==> config.mk <==
export PLATFORM = sky130hd
export DESIGN_NAME = cmps_ctrl
export DESIGN_NICKNAME = d
export VERILOG_FILES = /design/src/rtl/core/cmps_pkg.sv /design/src/rtl/core/cmps_ctrl.sv
export SDC_FILE = /design/constraint.sdc
export NUM_CORES = 1
export LEC_CHECK = 0
export BUFFER_PORTS_ARGS = -buffer_cell sky130_fd_sc_hd__buf_2
export CAP_MARGIN = 20
export CORE_ASPECT_RATIO = 0.6
export CORE_MARGIN = 1.5
export CORE_UTILIZATION = 41
export DETAILED_ROUTE_END_ITERATION = 6
export GPL_TIMING_DRIVEN = 0
export PLACE_DENSITY = 0.74
export SYNTH_ARGS = -nofsm -noshare
export SYNTH_HDL_FRONTEND = slang
export SYNTH_SLANG_ARGS = --single-unit
export TNS_END_PERCENT = 50
==> constraint.sdc <==
create_clock -name clock -period 2.3 [get_ports clock]
set_clock_uncertainty 0.2 [all_clocks]
set_input_delay 0.345 -clock clock [delete_from_list [all_inputs] [get_ports clock]]
set_output_delay 0.345 -clock clock [all_outputs]
set_load 0.005 [all_outputs]
==> src/rtl/core/cmps_pkg.sv <==
// Shared types and constants of the Catmull-Rom path sampler.
package cmps_pkg;

   localparam int COORD_W = 32;
   localparam int SPS_W = 5;
   localparam logic [SPS_W-1:0] SPS_RESET = 5'd20;
   localparam int CSR_ADDR_W = 3;
   localparam logic [CSR_ADDR_W-1:0] ADDR_SPS = 3'd0;
   localparam int ACC_W = 88;
   localparam int QUO_W = 17;
   localparam int DIV_STEPS = 17;

   // Controller states
   typedef enum logic [9:0] {
      ST_IDLE = 10'b0000000001,
      ST_DIV  = 10'b0000000010,
      ST_PLAN = 10'b0000000100,
      ST_SEG  = 10'b0000001000,
      ST_SAMP = 10'b0000010000,
      ST_MUL  = 10'b0000100000,
      ST_ADD  = 10'b0001000000,
      ST_EMIT = 10'b0010000000,
      ST_END  = 10'b0100000000,
      ST_DONE = 10'b1000000000
   } state_type;

   // Segment selection
   localparam logic SEG_INNER = 1'b0;
   localparam logic SEG_FINAL = 1'b1;

   // Horner term selection
   localparam logic [1:0] TERM_B  = 2'd0;
   localparam logic [1:0] TERM_A  = 2'd1;
   localparam logic [1:0] TERM_P1 = 2'd2;

   typedef struct packed {
      logic       capture;
      logic       div_init;
      logic       div_step;
      logic       div_bit;
      logic       seg_load;
      logic       seg_sel;
      logic [1:0] count;
      logic       samp_init;
      logic       mul_step;
      logic [1:0] digit;
      logic       add_term;
      logic [1:0] stage;
      logic       emit_sample;
      logic       emit_end;
      logic       eor;
      logic       win_update;
   } cmd_type;

   typedef struct packed {
      logic out_free;
      logic s_last;
   } status_type;

endpackage

==> src/rtl/core/cmps_ctrl.sv <==
// Controller: sequences division, segments, Horner steps and result hand-off.
module cmps_ctrl (
   input  logic                        clock,
   input  logic                        reset,
   input  logic                        req_tvalid,
   output logic                        req_tready,
   input  logic                        req_tlast,
   input  logic                        sps_zero,
   input  cmps_pkg::status_type        status,
   output cmps_pkg::cmd_type           cmd
);

   cmps_pkg::state_type state_ff, state_in;
   logic [4:0] cnt_ff, cnt_in;
   logic [1:0] dig_ff, dig_in, stage_ff, stage_in, c_ff, c_in, seen_ff, seen_in;
   logic last_ff, last_in, sel_ff, sel_in, seg1_ff, seg1_in, seg2_ff, seg2_in;

   always_comb begin
      state_in = state_ff;
      cnt_in = cnt_ff;
      dig_in = dig_ff;
      stage_in = stage_ff;
      c_in = c_ff;
      seen_in = seen_ff;
      last_in = last_ff;
      sel_in = sel_ff;
      seg1_in = seg1_ff;
      seg2_in = seg2_ff;
      cmd = '0;
      cmd.seg_sel = sel_ff;
      cmd.count = c_ff;
      cmd.digit = dig_ff;
      cmd.stage = stage_ff;
      cmd.div_bit = (cnt_ff == 5'd0);
      req_tready = 1'b0;
      case (state_ff)
         cmps_pkg::ST_IDLE: begin
            req_tready = 1'b1;
            if (req_tvalid) begin
               cmd.capture = 1'b1;
               cmd.div_init = 1'b1;
               c_in = seen_ff;
               last_in = req_tlast;
               seg1_in = (seen_ff >= 2'd2) && !sps_zero;
               seg2_in = req_tlast && (seen_ff >= 2'd1) && !sps_zero;
               cnt_in = '0;
               state_in = cmps_pkg::ST_DIV;
            end
         end
         cmps_pkg::ST_DIV: begin
            cmd.div_step = 1'b1;
            cnt_in = cnt_ff + 5'd1;
            if (cnt_ff == 5'(cmps_pkg::DIV_STEPS - 1)) begin
               state_in = cmps_pkg::ST_PLAN;
            end
         end
         cmps_pkg::ST_PLAN: begin
            if (seg1_ff) begin
               sel_in = cmps_pkg::SEG_INNER;
               state_in = cmps_pkg::ST_SEG;
            end else if (seg2_ff) begin
               sel_in = cmps_pkg::SEG_FINAL;
               state_in = cmps_pkg::ST_SEG;
            end else if (last_ff) begin
               state_in = cmps_pkg::ST_END;
            end else begin
               state_in = cmps_pkg::ST_DONE;
            end
         end
         cmps_pkg::ST_SEG: begin
            cmd.seg_load = 1'b1;
            state_in = cmps_pkg::ST_SAMP;
         end
         cmps_pkg::ST_SAMP: begin
            cmd.samp_init = 1'b1;
            dig_in = '0;
            stage_in = cmps_pkg::TERM_B;
            state_in = cmps_pkg::ST_MUL;
         end
         cmps_pkg::ST_MUL: begin
            cmd.mul_step = 1'b1;
            dig_in = dig_ff + 2'd1;
            if (dig_ff == 2'd3) begin
               state_in = cmps_pkg::ST_ADD;
            end
         end
         cmps_pkg::ST_ADD: begin
            cmd.add_term = 1'b1;
            dig_in = '0;
            stage_in = stage_ff + 2'd1;
            state_in = (stage_ff == cmps_pkg::TERM_P1) ? cmps_pkg::ST_EMIT : cmps_pkg::ST_MUL;
         end
         cmps_pkg::ST_EMIT: begin
            if (status.out_free) begin
               cmd.emit_sample = 1'b1;
               cmd.eor = (sel_ff == cmps_pkg::SEG_INNER) && !last_ff && status.s_last;
               if (!status.s_last) begin
                  state_in = cmps_pkg::ST_SAMP;
               end else if (sel_ff == cmps_pkg::SEG_INNER && last_ff) begin
                  sel_in = cmps_pkg::SEG_FINAL;
                  state_in = cmps_pkg::ST_SEG;
               end else if (last_ff) begin
                  state_in = cmps_pkg::ST_END;
               end else begin
                  state_in = cmps_pkg::ST_DONE;
               end
            end
         end
         cmps_pkg::ST_END: begin
            if (status.out_free) begin
               cmd.emit_end = 1'b1;
               state_in = cmps_pkg::ST_DONE;
            end
         end
         cmps_pkg::ST_DONE: begin
            if (last_ff) begin
               seen_in = '0;
            end else begin
               cmd.win_update = 1'b1;
               seen_in = (c_ff == 2'd3) ? 2'd3 : c_ff + 2'd1;
            end
            state_in = cmps_pkg::ST_IDLE;
         end
         default: begin
            state_in = cmps_pkg::ST_IDLE;
         end
      endcase
   end

   always_ff @(posedge clock) begin
      if (reset) begin
         state_ff <= cmps_pkg::ST_IDLE;
         seen_ff <= '0;
      end else begin
         state_ff <= state_in;
         seen_ff <= seen_in;
      end
      cnt_ff <= cnt_in;
      dig_ff <= dig_in;
      stage_ff <= stage_in;
      c_ff <= c_in;
      last_ff <= last_in;
      sel_ff <= sel_in;
      seg1_ff <= seg1_in;
      seg2_ff <= seg2_in;
   end

endmodule

==> out/qor.csv <==
metric,value,unit
WP buf/inv,3,
Post-synth EDFFs,15,
Design Power,1.091,mW
crit end category,output pin,
ant diodes,0,
Worst Tran Pin Value,0.5989,ns
worst path cell trace,nor3_2 -> nand4b_1 -> nor3_2 -> nand2_1 -> inv_2 -> buf_4 -> buf_2,
Max-Cap Viols,0,
"commonest non-fill, non-tap cells in the layout","buf_2 (25), nor2_1 (17), edfxtp_1 (15)",
die width,81.26,um
initial core utilization,44.53,%
final hold slack,0.04834,ns
vias in the first global route,1262,
FF-to-FF path depth,6,
setup violators final,7,
Final Max Tran Viols,0,
row count,16,
core area,0.003383,mm2
CTS tree,built,
# H-tree levels,1,
Final Hold Fails,0,
cell mode on critical path,nor3_2,
startpoint types,register,
worst min path class,input pin to register,
register area,708.2,um2
Fmax achieved,415.6,MHz
Crit Path Class,register to output pin,
"CTS clk-pin slew, worst paths",0.10,ns
Synth Register Bits,27,
via/cell ratio,5.592,
arrival time at the worst endpoint,1.86,ns
Hold Crit Depth,1,
minimum clock period,2.406,ns
initial antenna violation count,0,
Power Dens Cells,571.4,mW/mm2
failing checks,setup timing,
Slew headroom,59.70,%
"wirelength, routed",3728,um
average routed wire per standard cell,15.66,um
Overflow after GRT,0,
post-synthesis sequential area ratio,45.85,%
Area Overhead vs Synth,26.74,%
via count,1331,
Post-Syn Area per Cell,9.719,um2
Mapped Cells,155,
status,"complete, but fails checks",
Die ar.,0.004059,mm2
post-route setup TNS,-0.3307,ns
Non-Filler Instances,238,
GRT Total Usage,20.63,%
global-route wire length before repair,6403,um
CTS buffer count,3,
DRT iter0 DRCs,190,
first-pass iteration count of the detailed router,5,
clk_lat worst skew,0.28,ns
Tcrit/Tclk final,104.6,%
"Slowest-stage cell, CP",dfxtp_4,
Main synth FF type,edfxtp_1,
critical path's top delay family,simple AND/OR/NAND/NOR gates,
Peak VDD IR,0.2402,mV
area taken by multi-input logic gates,800.8,um2
FILL cells,289,
PortBufs,26,
"FFs w/ async S/R, synth",0,%
P_leak,0.8283,nW
"critical path fanouts, max",4,
"commonest non-fill, non-tap cell in the layout",buf_2,
Synth cell types,47,
Clock Tree Root,clkbuf_8,
DP HPWL,2337,um
critical path depth in cells,7,
largest net degree at the start of global routing,16,
Synth Cell Area,0.001506,mm2
Final ANT Viol Nets,0,
RSZ-0062 raised after global routing,yes,
I/O pins,27,
final layout net count,205,
Routability Congestion,0.8375,
yosys warns,0,
Hold Buf Count CTS,0,
DRC violations left,0,
Die Y,49.95,um
Mapped Nets,166,
layout cells sized above 1,39.38,%
CP max stage delay,0.37,ns
WP data required,1.75,ns
TritonCTS Sinks,27,
Longest Clk Path Bufs,2,
Placed Cells,226,
final worst slack,-0.1061,ns
worst register-to-register path: cells and delay by family (launching register included):
kind,cells,cell delay [ns]
buffers and inverters,1,0.18
flip-flops,1,0.39
AND/OR/NAND/NOR,3,1.19
AO/OA/AOI/OAI,2,0.30
synthesized netlist by cell type, drive strengths merged, types with 4 or more instances:
cell	n	area (um2)
nor2	20	75.07
edfxtp	15	450.4
inv	13	48.80
dfxtp	12	240.2
nor2b	8	50.05
nor3	8	40.04
nand2	7	28.78
nor4	5	31.28
a21oi	4	23.77
clkbuf	4	15.01
ha	4	50.05
xor2	4	35.03
area by class of cell:
cell class	count	share of cell area, %
buffer	4	1.573
clock buffer	3	2.163
clock inverter	1	0.2621
inverter	13	2.556
multi-input combinational	108	41.94
sequential	27	37.09
tap	45	2.949
timing repair buffer	37	11.47
per-stage QoR:
stage | utilization, % | area, um2 | setup slack [ns]
3_5_place_dp | 50.04 | 1693 | -0.2312
3_3_place_gp | 50.04 | 1693 | -0.1933
6_report | 56.43 | 1909 | -0.1061
5_1_grt | 56.43 | 1909 | -0.1749
2_1_floorplan | - | 1506 | 0.09633
4_1_cts | 54.62 | 1848 | -0.1151
report_power, final:
part / internal, mW / switching (mW)
registers: 0.543 / 0.0324
clock network: 0.122 / 0.156
logic: 0.107 / 0.131
logic make-up (layout without fill, tap and decap cells):
family / count (synthesis) / in the layout / synth area share (%)
adders and majority gates: 4 / 4 / 3.322
buffers and inverters: 20 / 58 / 5.980
and+or+nand+nor: 78 / 78 / 29.90
AOI/OAI and AO/OA: 20 / 20 / 11.46
DFF: 27 / 27 / 45.85
xor gates and xnor gates: 6 / 6 / 3.488
path summary, 6_finish.rpt:
kind | from | endpoint | slack (ns)
worst max register to register | state_ff[3] | state_ff[1] | -0.02
worst min-delay path | req_tlast | last_ff | 0.05
worst min register to register | seen_ff[0] | seen_ff[0] | 0.29
worst max-delay path | state_ff[4] | cmd[18] | -0.11
per-layer routing:
metal  wire (um)  GRT usage [%]
met5           0              0
met4          45          3.736
met3         228          5.000
met2        1679          30.83
met1        1775          30.25
flip-flops by register name, indices dropped and copies added, names as in the netlist:
signal    flops
sel_ff        1
seg2_ff       1
stage_ff      2
dig_ff        2
seen_ff       2
last_ff       1
seg1_ff       1
c_ff          2
cnt_ff        5
state_ff     10
timing repair:
action	4_1_cts	5_1_grt
pin swaps	8	2
setup buffers	9	2
endpoints found under the hold margin	0	0
endpoints found under the setup margin	14	10
resized for setup	15	17
(Power assumes the default switching activity.)
