`config.mk`:
```
export PLATFORM = sky130hd
export DESIGN_NAME = cmps_datapath
export DESIGN_NICKNAME = d
export VERILOG_FILES = /design/src/rtl/core/cmps_pkg.sv /design/src/rtl/core/cmps_axis.sv /design/src/rtl/core/cmps_datapath.sv
export SDC_FILE = /design/constraint.sdc
export NUM_CORES = 2
export LEC_CHECK = 0
export BUFFER_PORTS_ARGS = -buffer_cell sky130_fd_sc_hd__clkbuf_2
export CAP_MARGIN = 20
export CORE_ASPECT_RATIO = 1.1
export CORE_MARGIN = 5
export CORE_UTILIZATION = 50
export CTS_BUF_LIST = sky130_fd_sc_hd__clkbuf_16
export DETAILED_ROUTE_END_ITERATION = 7
export GPL_ROUTABILITY_DRIVEN = 0
export PLACE_DENSITY = 0.66
export SLEW_MARGIN = 20
export SYNTH_ARGS = -nofsm -noshare
export SYNTH_HDL_FRONTEND = slang
export SYNTH_SLANG_ARGS = --single-unit
export TNS_END_PERCENT = 5
```
`constraint.sdc`:
```
create_clock -name clock -period 19.2 [get_ports clock]
set_input_delay 0.96 -clock clock [delete_from_list [all_inputs] [get_ports clock]]
set_output_delay 0.96 -clock clock [all_outputs]
set_load 0.05 [all_outputs]
```
`src/rtl/core/cmps_pkg.sv`:
```
// Shared types and constants of the Catmull-Rom path sampler.
package cmps_pkg;

   localparam int COORD_W = 32;
   localparam int SPS_W = 5;
   localparam logic [SPS_W-1:0] SPS_RESET = 5'd20;
   localparam int CSR_ADDR_W = 3;
   localparam logic [CSR_ADDR_W-1:0] ADDR_SPS = 3'd0;
   localparam int ACC_W = 88;
   localparam int QUO_W = 17;
   localparam int DIV_STEPS = 17;

   // Controller states
   typedef enum logic [9:0] {
      ST_IDLE = 10'b0000000001,
      ST_DIV  = 10'b0000000010,
      ST_PLAN = 10'b0000000100,
      ST_SEG  = 10'b0000001000,
      ST_SAMP = 10'b0000010000,
      ST_MUL  = 10'b0000100000,
      ST_ADD  = 10'b0001000000,
      ST_EMIT = 10'b0010000000,
      ST_END  = 10'b0100000000,
      ST_DONE = 10'b1000000000
   } state_type;

   // Segment selection
   localparam logic SEG_INNER = 1'b0;
   localparam logic SEG_FINAL = 1'b1;

   // Horner term selection
   localparam logic [1:0] TERM_B  = 2'd0;
   localparam logic [1:0] TERM_A  = 2'd1;
   localparam logic [1:0] TERM_P1 = 2'd2;

   typedef struct packed {
      logic       capture;
      logic       div_init;
      logic       div_step;
      logic       div_bit;
      logic       seg_load;
      logic       seg_sel;
      logic [1:0] count;
      logic       samp_init;
      logic       mul_step;
      logic [1:0] digit;
      logic       add_term;
      logic [1:0] stage;
      logic       emit_sample;
      logic       emit_end;
      logic       eor;
      logic       win_update;
   } cmd_type;

   typedef struct packed {
      logic out_free;
      logic s_last;
   } status_type;

endpackage

```
`src/rtl/core/cmps_axis.sv`:
```
// One coordinate axis: window, coefficients and Horner evaluation.
module cmps_axis (
   input  logic                                 clock,
   input  cmps_pkg::cmd_type                    cmd,
   input  logic signed [cmps_pkg::COORD_W-1:0]  coord_in,
   input  logic [3:0]                           t_digit,
   output logic signed [cmps_pkg::COORD_W-1:0]  cur_out,
   output logic signed [cmps_pkg::COORD_W-1:0]  sample_out
);

   localparam int AW = cmps_pkg::ACC_W;

   logic signed [31:0] w0_ff, w1_ff, w2_ff, cur_ff;
   logic signed [32:0] a_ff, a_in;
   logic signed [35:0] b_ff, b_in;
   logic signed [34:0] c_ff, c_in;
   logic signed [31:0] p1_ff;
   logic signed [AW-1:0] h_ff, p_ff;
   logic signed [31:0] p0, p1, p2, p3;
   logic signed [35:0] e0, e1, e2, e3;
   logic signed [AW-1:0] prod, term;
   logic hi_ok;

   // Control points of the segment being loaded
   always_comb begin
      if (cmd.seg_sel == cmps_pkg::SEG_INNER) begin
         p0 = (cmd.count == 2'd3) ? w0_ff : w1_ff;
         p1 = w1_ff;
         p2 = w2_ff;
         p3 = cur_ff;
      end else begin
         p0 = (cmd.count >= 2'd2) ? w1_ff : w2_ff;
         p1 = w2_ff;
         p2 = cur_ff;
         p3 = cur_ff;
      end
      e0 = 36'(p0);
      e1 = 36'(p1);
      e2 = 36'(p2);
      e3 = 36'(p3);
      a_in = 33'(p2) - 33'(p0);
      b_in = (e0 <<< 1) - (e1 <<< 2) - e1 + (e2 <<< 2) - e3;
      c_in = 35'(e1 + (e1 <<< 1) - e2 - (e2 <<< 1) + e3 - e0);
   end

   // One four-bit digit of the multiplication by t, and the Horner terms
   always_comb begin
      prod = AW'(h_ff * $signed({1'b0, t_digit}));
      case (cmd.stage)
         cmps_pkg::TERM_B:  term = AW'(b_ff) <<< 16;
         cmps_pkg::TERM_A:  term = AW'(a_ff) <<< 32;
         cmps_pkg::TERM_P1: term = AW'(p1_ff) <<< 49;
         default:           term = '0;
      endcase
   end

   always_ff @(posedge clock) begin
      if (cmd.capture) begin
         cur_ff <= coord_in;
      end
      if (cmd.win_update) begin
         w0_ff <= w1_ff;
         w1_ff <= w2_ff;
         w2_ff <= cur_ff;
      end
      if (cmd.seg_load) begin
         a_ff <= a_in;
         b_ff <= b_in;
         c_ff <= c_in;
         p1_ff <= p1;
      end
      if (cmd.samp_init) begin
         h_ff <= AW'(c_ff);
         p_ff <= '0;
      end else if (cmd.mul_step) begin
         p_ff <= (p_ff <<< 4) + prod;
      end else if (cmd.add_term) begin
         h_ff <= p_ff + term;
         p_ff <= '0;
      end
   end

   // Floor by the arithmetic shift, then saturate to 32 bits
   assign hi_ok = (h_ff[AW-1:80] == {(AW-80){h_ff[80]}});
   assign sample_out = hi_ok ? h_ff[80:49] : (h_ff[AW-1] ? 32'sh80000000 : 32'sh7FFFFFFF);
   assign cur_out = cur_ff;

endmodule

```
`src/rtl/core/cmps_datapath.sv`:
```
// Datapath: step divider, sample position generator, two axes and result register.
module cmps_datapath (
   input  logic                          clock,
   input  logic                          reset,
   input  cmps_pkg::cmd_type             cmd,
   input  logic [cmps_pkg::SPS_W-1:0]    sps,
   input  logic [63:0]                   req_tdata,
   output logic                          rsp_tvalid,
   input  logic                          rsp_tready,
   output logic [63:0]                   rsp_tdata,
   output logic                          rsp_tlast,
   output cmps_pkg::status_type          status
);

   logic [cmps_pkg::QUO_W-1:0] dq_ff, dq_in, q_ff, q_in;
   logic [4:0] dr_ff, dr_in, r_ff, r_in, s_ff;
   logic [5:0] dsh, rsum;
   logic [3:0] digit;
   logic [15:0] t_val;
   logic signed [31:0] cx, cy, sx, sy;
   logic valid_ff, valid_in;
   logic [63:0] data_ff;
   logic last_ff;

   // Restoring division of 2^16 by the sample count, one bit a step
   always_comb begin
      dsh = {dr_ff, cmd.div_bit};
      if (dsh >= {1'b0, sps}) begin
         dr_in = 5'(dsh - {1'b0, sps});
         dq_in = {dq_ff[cmps_pkg::QUO_W-2:0], 1'b1};
      end else begin
         dr_in = dsh[4:0];
         dq_in = {dq_ff[cmps_pkg::QUO_W-2:0], 1'b0};
      end
   end

   // Next sample position: quotient and remainder advance by the step
   always_comb begin
      rsum = {1'b0, r_ff} + {1'b0, dr_ff};
      if (rsum >= {1'b0, sps}) begin
         r_in = 5'(rsum - {1'b0, sps});
         q_in = q_ff + dq_ff + 17'd1;
      end else begin
         r_in = rsum[4:0];
         q_in = q_ff + dq_ff;
      end
   end

   assign t_val = q_ff[15:0];
   assign digit = t_val[4*(3-cmd.digit) +: 4];

   always_ff @(posedge clock) begin
      if (cmd.div_init) begin
         dq_ff <= '0;
         dr_ff <= '0;
      end else if (cmd.div_step) begin
         dq_ff <= dq_in;
         dr_ff <= dr_in;
      end
      if (cmd.seg_load) begin
         q_ff <= '0;
         r_ff <= '0;
         s_ff <= '0;
      end else if (cmd.emit_sample) begin
         q_ff <= q_in;
         r_ff <= r_in;
         s_ff <= s_ff + 5'd1;
      end
   end

   cmps_axis u_axis_x (
      .clock      (clock),
      .cmd        (cmd),
      .coord_in   (req_tdata[31:0]),
      .t_digit    (digit),
      .cur_out    (cx),
      .sample_out (sx)
   );

   cmps_axis u_axis_y (
      .clock      (clock),
      .cmd        (cmd),
      .coord_in   (req_tdata[63:32]),
      .t_digit    (digit),
      .cur_out    (cy),
      .sample_out (sy)
   );

   // Result register: holds one item until the consumer takes it
   always_comb begin
      valid_in = valid_ff;
      if (cmd.emit_sample || cmd.emit_end) begin
         valid_in = 1'b1;
      end else if (rsp_tready) begin
         valid_in = 1'b0;
      end
   end

   always_ff @(posedge clock) begin
      if (reset) begin
         valid_ff <= 1'b0;
      end else begin
         valid_ff <= valid_in;
      end
      if (cmd.emit_sample) begin
         data_ff <= {sy, sx};
         last_ff <= cmd.eor;
      end else if (cmd.emit_end) begin
         data_ff <= {cy, cx};
         last_ff <= 1'b1;
      end
   end

   assign rsp_tvalid = valid_ff;
   assign rsp_tdata = data_ff;
   assign rsp_tlast = last_ff;
   assign status.out_free = !valid_ff || rsp_tready;
   assign status.s_last = (s_ff == 5'(sps - 5'd1));

endmodule

```
==> results.cfg <==
[cells_and_area]
syn_to_final_growth_pct = 7.044
drive_above_1_share = 0.05935
final_cell_area_mm2 = 0.1050
nets = 12050

[outcome]
status = finished clean

[logic_synthesis]
async_flop_share = 0
ys_seq_elements = 993
yosysWarnings = 0
syn_area_per_cell_um2 = 9.473
synth_seq_area_share = 0.2812
synth_area_mm2 = 0.09808
synthesis.instances = 10350
syn-num-nets = 12140
ys.flop_type = edfxtp_1
synth_edf_count = 769
synth.distinct_cells = 98

[pwr]
power_frac_clock = 0.165
p_leak_nw = 48.22
power.internal_mw = 7.500
comb_power_share = 0.579
p_switching_mw = 6.708
pwr-share-seq = 0.256
switching_share = 0.4721
p_per_area_mw_per_mm2 = 135.3
peakVddDrop_mv = 0.1270

[drt]
dr_total_vias = 75310
final_antenna_net_count = 0
via_per_inst = 5.817
drt_pass1_iterations = 7
wl_per_cell_um = 22.06
routed_wl_um = 285600
drtIter0Drc = 7314
drc_errors = 0

[die]
design.core.area_mm2 = 0.1951
fp.dieW_um = 432.3
io_pins = 159
row_count = 170
fp.dieH_um = 474.5
start_util = 0.5028
die_area_mm2 = 0.2051

[placement]
dp.final_hpwl_um = 225400
placed_area_mm2 = 0.1010
numPortBuffers = 158

[global_route]
antenna_found_initial = 19
grt_pass1_wl_um = 444000
grt_max_degree = 161
met1_usage = 0.4116
busiest_layer = met2
grt_use_total = 0.2772
grt_util_met2 = 0.4173
grt_pass1_vias = 74810
overflow = 0
use_met3 = 0.05078

[timing]
worstMarginPinSlew_ns = 1.157
fmax_ghz = 0.1212
max-slew-margin-rel = 0.2183
fin_crit_sh = 0.4298
fin_skew_ns = 0.05154
rsz0062_at_grt = no
finalHoldViolCount = 0
slew_violations = 0
tns_ns = 0
setup_viol = 0
finalCriticalPeriod_ns = 8.251

[clock_tree]
clk-insertion-delay-late_ns = 0.78
post_cts_buffers = 0
cts_tree = done
cts_sinks = 993
htree_levels = 3
clock_path_buffers = 3
cts-resized-gates = 0
path_clk_slew_ns = 0.06
numCtsBuffers = 114
cts_root_buf = clkbuf_16
cts_hold_buffers = 0

[hold_path]
hp-class = input port to register
hold_path_end = rsp_tvalid
hold_path_depth = 2
hold_path.startpoint = reset

[worst_setup_path]
path_max_fanout = 68
worstRegToRegCells = 23
start_kind = register
critical_path_class = register to register
r2r_end = u_axis_x.p_ff[85]
end_kind = register
cp_data_arrival_time_ns = 8.88
worstPathRequired_ns = 19.83
r2r_start = q_ff[8]
reg2reg_slack_ns = 10.95

[run]
maxCapViolCount = 0
registers in the layout, summed over array words and instances (netlist names), 33 cells and up:
name           flops
u_axis_x.h_ff     88
u_axis_x.c_ff     35
u_axis_y.h_ff     88
u_axis_y.a_ff     33
u_axis_y.c_ff     35
u_axis_x.b_ff     36
u_axis_x.a_ff     33
u_axis_y.p_ff     88
rsp_tdata         64
u_axis_y.b_ff     36
u_axis_x.p_ff     88
kinds of logic after synthesis:
family,synth area share
xor+xnor,0.04804
mux,0.04146
simple gates,0.1165
fa+ha+maj,0.2902
flops,0.2812
compound gates,0.1403
buf+inv,0.08235
how the worst max path moves through the flow:
| stage | startpoint | slack [ns] | endpoint | depth (start not counted) |
|---|---|---|---|---|
| 2_1_floorplan | cmd[12] | 12.36 | u_axis_x.c_ff[33] | 23 |
| 3_3_place_gp | cmd[7] | 10.48 | u_axis_y.p_ff[86] | 24 |
| 3_5_place_dp | cmd[7] | 10.28 | u_axis_x.p_ff[85] | 24 |
| 4_1_cts | q_ff[8] | 11.06 | u_axis_x.p_ff[85] | 23 |
| 5_1_grt | q_ff[8] | 10.58 | u_axis_x.p_ff[41] | 23 |
| 6_report | q_ff[8] | 10.95 | u_axis_x.p_ff[85] | 23 |
worst max-delay path, stage by stage (launching register included):
cell and delay, ns:
dfxtp_1 0.43, mux4_4 0.82, buf_4 0.71, buf_4 0.80, nand2_1 0.18, fa_1 0.54
inv_1 0.06, fa_1 0.54, inv_1 0.05, fa_1 0.47, inv_1 0.04, ha_1 0.40
o211ai_1 0.16, a211oi_1 0.25, o21ai_1 0.13, a211oi_1 0.57, o211ai_1 0.24, a21oi_2 0.30
a31oi_2 0.21, o31a_1 0.37, o21a_1 0.22, o31ai_2 0.26, xnor2_1 0.14, o21ai_1 0.06
metal layers:
| metal | share of wire | vias up |
|---|---|---|
| li1 | - | 34430 |
| met1 | 0.44 | 37360 |
| met2 | 0.43 | 3072 |
| met3 | 0.097 | 437 |
| met4 | 0.029 | 12 |
| met5 | 0.00029 | - |
per-stage QoR:
step	power (mW)	util	cells	setup slack [ns]	hold slack (ns)
final	14.21	0.5383	12950	10.95	0.3381
after global routing	15.15	0.5382	12940	10.58	0.3271
after CTS	14.09	0.5382	12940	11.06	0.2841
after detailed placement	11.69	0.5179	12730	10.28	0.4473
after global placement	11.53	0.5179	12730	10.48	0.4377
after floorplan	8.994	-	10350	12.36	0.4250
area by class of cell:
type                            count  area [um^2]
Clock inverter                    100         1075
Tap cell                         2580         3228
Multi-Input combinational cell   7216        62500
Fill cell                       17440        90060
Timing Repair Buffer              206         1221
Sequential cell                   993        27580
Clock buffer                      115         2878
Antenna cell                        4        10.01
Inverter                         1732         6502
synth_stat cells (all sizes together) (16+ instances only):
cell type     n  area [um^2]
inv        1732         6501
nor2b        62        387.9
nand3       113        565.5
mux2        138         1554
and4         16        140.1
a21oi       653         3276
o21ai       652         3267
nor3        125        625.6
a211oi       72        545.5
and3         47        294.0
nor2        431         1618
a21o        311         2335
a22o         17        148.9
or2          21        131.4
nand2       850         3191
nor4         21        143.9
nand2b       58        362.9
o211ai       90        675.7
fa          961        19240
and2        467         2922
ha          737         9221
xnor2       351         3074
nand4       114        719.4
buf          33        147.6
dfxtp       224         4484
xor2        187         1638
a31o         16        140.1
a21boi       22        165.2
o31ai        29        227.7
a31oi        58        381.6
mux2i       242         2422
edfxtp      769        23090
or3          22        142.6
o21bai       74        559.3
o21a         78        585.6
clkbuf      380         1428
placed cells by master (no fill, tap or decap), types with 16 or more instances in the layout:
cell type / netlist / layout
o21ai_1: 22 / 22
dfxtp_1: 224 / 224
bufinv_16: 0 / 17
and3_1: 47 / 47
o31ai_1: 27 / 27
fa_1: 961 / 961
nand3_1: 113 / 113
a21oi_1: 651 / 649
nor4_1: 19 / 19
and2_1: 466 / 466
mux2_2: 138 / 138
clkbuf_2: 1 / 148
o21a_1: 78 / 78
buf_4: 1 / 52
o21ai_0: 629 / 629
nand2b_1: 58 / 57
a31o_2: 16 / 16
and4_1: 16 / 16
ha_1: 737 / 737
nor2b_1: 62 / 61
or2_2: 20 / 20
nor3_1: 125 / 124
or3_1: 21 / 21
a31oi_1: 55 / 55
nand2_1: 850 / 847
clkinv_2: 0 / 22
a22o_1: 17 / 17
nand4_1: 113 / 113
nor2_1: 431 / 429
clkbuf_16: 0 / 115
o211ai_1: 90 / 90
a211oi_1: 71 / 71
o21bai_1: 73 / 73
xor2_1: 187 / 187
a21o_1: 311 / 310
edfxtp_1: 769 / 769
inv_1: 1732 / 1744
mux2i_1: 242 / 242
xnor2_1: 351 / 351
a21boi_0: 22 / 22
power groups by stage:
stage	sequential [mW]	combinational [mW]	clock, mW
4_1_cts	3.61	8.09	2.39
2_1_floorplan	3.44	5.55	0
6_report	3.63	8.23	2.35
3_3_place_gp	3.64	7.89	0
5_1_grt	3.66	9.03	2.47
3_5_place_dp	3.65	8.04	0
(Power assumes the default switching activity.)
